===== src/sv/hwpl_cell.sv =====
`timescale 1ns / 1ps
module hwpl_cell #(
  parameter int W = 22
) (
  input  logic         clk,
  input  logic         rst,
  input  logic         shift,
  input  logic         carry_in_v,
  input  logic [W-1:0] carry_in_w,
  input  logic         right_v,
  input  logic [W-1:0] right_w,
  output logic         held_v,
  output logic [W-1:0] held_w,
  output logic         carry_out_v,
  output logic [W-1:0] carry_out_w
);

  // Each cell keeps the smaller of its own weight and the one arriving from
  // the left and hands the larger one on to the right in the next cycle.
  // A shift pulls every held weight one cell toward the head of the row.
  always_ff @(posedge clk) begin
    if (rst) begin
      held_v      <= 1'b0;
      carry_out_v <= 1'b0;
    end else if (shift) begin
      held_v      <= right_v;
      held_w      <= right_w;
      carry_out_v <= 1'b0;
    end else if (carry_in_v) begin
      if (!held_v || (carry_in_w < held_w)) begin
        held_v      <= 1'b1;
        held_w      <= carry_in_w;
        carry_out_v <= held_v;
        carry_out_w <= held_w;
      end else begin
        carry_out_v <= 1'b1;
        carry_out_w <= carry_in_w;
      end
    end else begin
      carry_out_v <= 1'b0;
    end
  end

endmodule


===== config.mk =====
export PLATFORM = sky130hd
export DESIGN_NAME = hwpl_cell
export DESIGN_NICKNAME = d
export VERILOG_FILES = /design/src/sv/hwpl_cell.sv
export SDC_FILE = /design/constraint.sdc
export NUM_CORES = 1
export LEC_CHECK = 0
export ABC_AREA = 1
export BUFFER_PORTS_ARGS = -buffer_cell sky130_fd_sc_hd__buf_2
export CAP_MARGIN = 25
export CORE_MARGIN = 2
export CORE_UTILIZATION = 50
export CTS_CLUSTER_SIZE = 10
export DETAILED_ROUTE_END_ITERATION = 7
export GPL_ROUTABILITY_DRIVEN = 0
export GPL_TIMING_DRIVEN = 0
export HOLD_SLACK_MARGIN = 0.06
export PLACE_DENSITY = 0.76
export SETUP_SLACK_MARGIN = 0.2
export SLEW_MARGIN = 20
export SYNTH_ARGS = -nofsm -noshare
export SYNTH_HDL_FRONTEND = slang
export SYNTH_SLANG_ARGS = --single-unit

===== constraint.sdc =====
create_clock -name clk -period 3.37 [get_ports clk]
set_input_delay 0.1685 -clock clk [delete_from_list [all_inputs] [get_ports clk]]
set_output_delay 0.1685 -clock clk [all_outputs]
set_load 0.02 [all_outputs]

==> impl_results.md <==
- Area of the mapped netlist: 2641 µm²
- PD cells: 389.9 nW/µm²
- Worst slew pin tran: 0.7044 ns
- Final setup margin: 0.9421 ns
- DRC: 0
- Worst hold path class: in -> reg
- I/O Buffers: 93
- Yosys cell types: 18
- Clk Latency, worst-skew pair: 0.29 ns
- Pre-antenna DRT Iters: 4
- XOR/XNOR Fraction of Synth Area: 0%
- Vias in the first global route: 2178
- GRT overflow: 0
- Routed length per instance: 12.95 µm
- #FFs+latches synth: 46
- FF-to-FF Start: held_w[21]
- CTS resizes: 0
- Clock sinks: 46
- Peak supply drop: 0.2780 mV
- Post-synth EDFFs: 44
- Via count: 2190
- Area grow syn2layout: 25.15%
- Ys Warns: 0
- Slew headroom: 52.78%
- Nets: 456
- Post-CTS setup buffer count: 0
- R2R setup slack: 0.94 ns
- N_diodes: 0
- Die footprint: 5880 µm²
- Simple-gate share of the synthesized area: 15.11%
- Max FO, Critical Path: 22
- Post-synthesis compound-gate area fraction: 12.88%
- Initial core utilization: 51.71%
- First-pass GRT wire length: 9825 µm
- Final Hold Fails: 0
- Largest net degree at the start of global routing: 23
- Num CTS Buffers: 5
- Clock Pin Slew Worst Setup and Hold Paths: 0.08 ns
- H-tree depth reported by CTS: 2
- CTS Buffer Depth: 2
- Crit Path Class: reg -> reg
- Min cycle time layout: 2.428 ns
- Share of the synthesized area in the top cell type: 50.02%
- Largest family of logic cells by synthesized area: simple AND/OR/NAND/NOR gates
- DP Area: 3229 µm²
- CORE AREA: 5107 µm²
- Setup Total Neg Slack: 0 ns
- HPWL after detailed placement: 4475 µm
- Boundary pin count: 95
- Final Cell Area: 3306 µm²
- Initial DRC count: 116
- Worst Setup Start Kind: register
- Setup Viol. Count Final: 0
- Min-delay src: rst
- GRT Util Overall: 21.04%
- Max-slew violation count: 0
- Final ANT Viol Nets: 0
- Critical Path RT: 3.29 ns
- Avg Vias per Cell: 4.803
- Synth area leaders: edfxtp_1 50%, nand2_1 12%, ha_1 9.9%
- DIE HEIGHT: 76.68 µm
- Most common cell in the synthesized netlist: nand2_1
- Synth cell count leaders: 84 x nand2_1, 57 x inv_1, 44 x edfxtp_1
- Worst EP arrival: 2.35 ns
- Setup crit end kind: register
- FF-to-FF path depth: 11
- Fmax: 411.9 MHz
- Synth Flop Type: edfxtp_1
- Post-synthesis adder-cell area fraction: 9.948%
- Top cell type by total area after synthesis: edfxtp_1
- RSZ-0062 raised after global routing: false
- Initial antenna violation count: 0
- Syn Area/Cell: 9.300 µm²
- Multiplexer area fraction after synthesis: 0%
- Worst hold path endpoint: held_v
- Overall die width: 76.68 µm
- Syn Inst Count: 284
- Asr flop ratio synth: 0%
- MaxCap Viol Count: 0
- Final WL: 5903 µm
- Rows: 26
- CTS Root Cell: clkbuf_8
- Cts hold-fix bufs: 0
- CTS tree: built
- Hold-critical path depth: 2
- Reg-to-reg critical path endpoint: held_w[19]
- Status: finished, final reports clean
- Pre-CTS setup slack: 0.8985 ns
- Lkg Pwr: 1.704 nW
- Final Skew: 0.007906 ns
- Seq/Total Area, Yosys: 51.54%
- Syn_nets: 354
- Share of cells above drive strength 1: 33.94%
- Fin util: 64.72%
- Period utilization: 72.05%
[power breakdown]
group / switching (mW) / internal [mW] / total (mW)
Clock: 0.175 / 0.143 / 0.318
Combinational: 0.177 / 0.108 / 0.285
Sequential: 0.0169 / 0.669 / 0.686
[layer usage]
metal / wire length, µm / global-route usage, %
met1: 2630 / 26.72
met2: 2890 / 36.75
met3: 337 / 4.235
met4: 44 / 5.455
met5: 0 / 0
[state kept, by name, summed over array words and instances (netlist names)]
register     cells
carry_out_w     22
held_v           1
held_w          22
carry_out_v      1
[cells by family after synthesis]
group	count (synthesis)
AO/OA/AOI/OAI	51
adder cells (fa/ha/maj)	21
buffers and inverters	66
flip-flops	46
AND/OR/NAND/NOR	100
[how the worst max path moves through the flow]
stage | start | endpoint | slack, ns
floorplan | held_w[21] | held_w[0] | 0.62
global placement | shift | carry_out_w[14] | -0.14
detailed placement | held_w[21] | held_w[15] | 0.90
CTS | held_w[21] | held_w[0] | 0.89
global route | held_w[21] | held_w[14] | 0.72
finish | held_w[21] | held_w[19] | 0.94
[area by class of cell]
class | count | area, µm²
Timing Repair Buffer | 95 | 488.0
Sequential cell | 46 | 1361
Fill cell | 480 | 1802
Tap cell | 70 | 87.58
Inverter | 57 | 214.0
Buffer | 9 | 63.81
Multi-Input combinational cell | 172 | 1015
Clock buffer | 7 | 76.32
[layout by cell type (no fill, tap or decap)]
master,n
and2_1,1
buf_6,6
ha_1,21
o21ai_2,22
dfxtp_1,2
buf_2,93
nand2_1,84
nor3_1,2
nor3_2,1
nand2_4,1
nor2_1,7
edfxtp_1,44
a21oi_1,6
nand3_1,1
nand3_2,1
inv_1,57
clkbuf_8,5
o21ai_0,22
nor2_2,1
a21o_1,1
nor2_4,1
clkbuf_1,7
[critical path, cell delays in order, from the launching register on]
cell      delay, ns
edfxtp_1       0.43
inv_1          0.08
ha_1           0.23
nand2_1        0.12
inv_1          0.05
nand2_1        0.06
nand2_1        0.06
a21oi_1        0.18
nand3_2        0.13
nand3_1        0.09
nand2_1        0.09
nor2_4         0.55
[per-stage QoR]
| stage | instances | hold WS [ns] | power [mW] |
|---|---|---|---|
| floorplan | 284 | 0.2478 | 0.8833 |
| global placement | 447 | 0.3685 | 0.9752 |
| detailed placement | 449 | 0.4174 | 0.9871 |
| CTS | 456 | 0.1057 | 1.300 |
| global route | 456 | 0.1262 | 1.361 |
| finish | 456 | 0.1143 | 1.289 |
No activity file was read; power rests on OpenSTA's default activity.
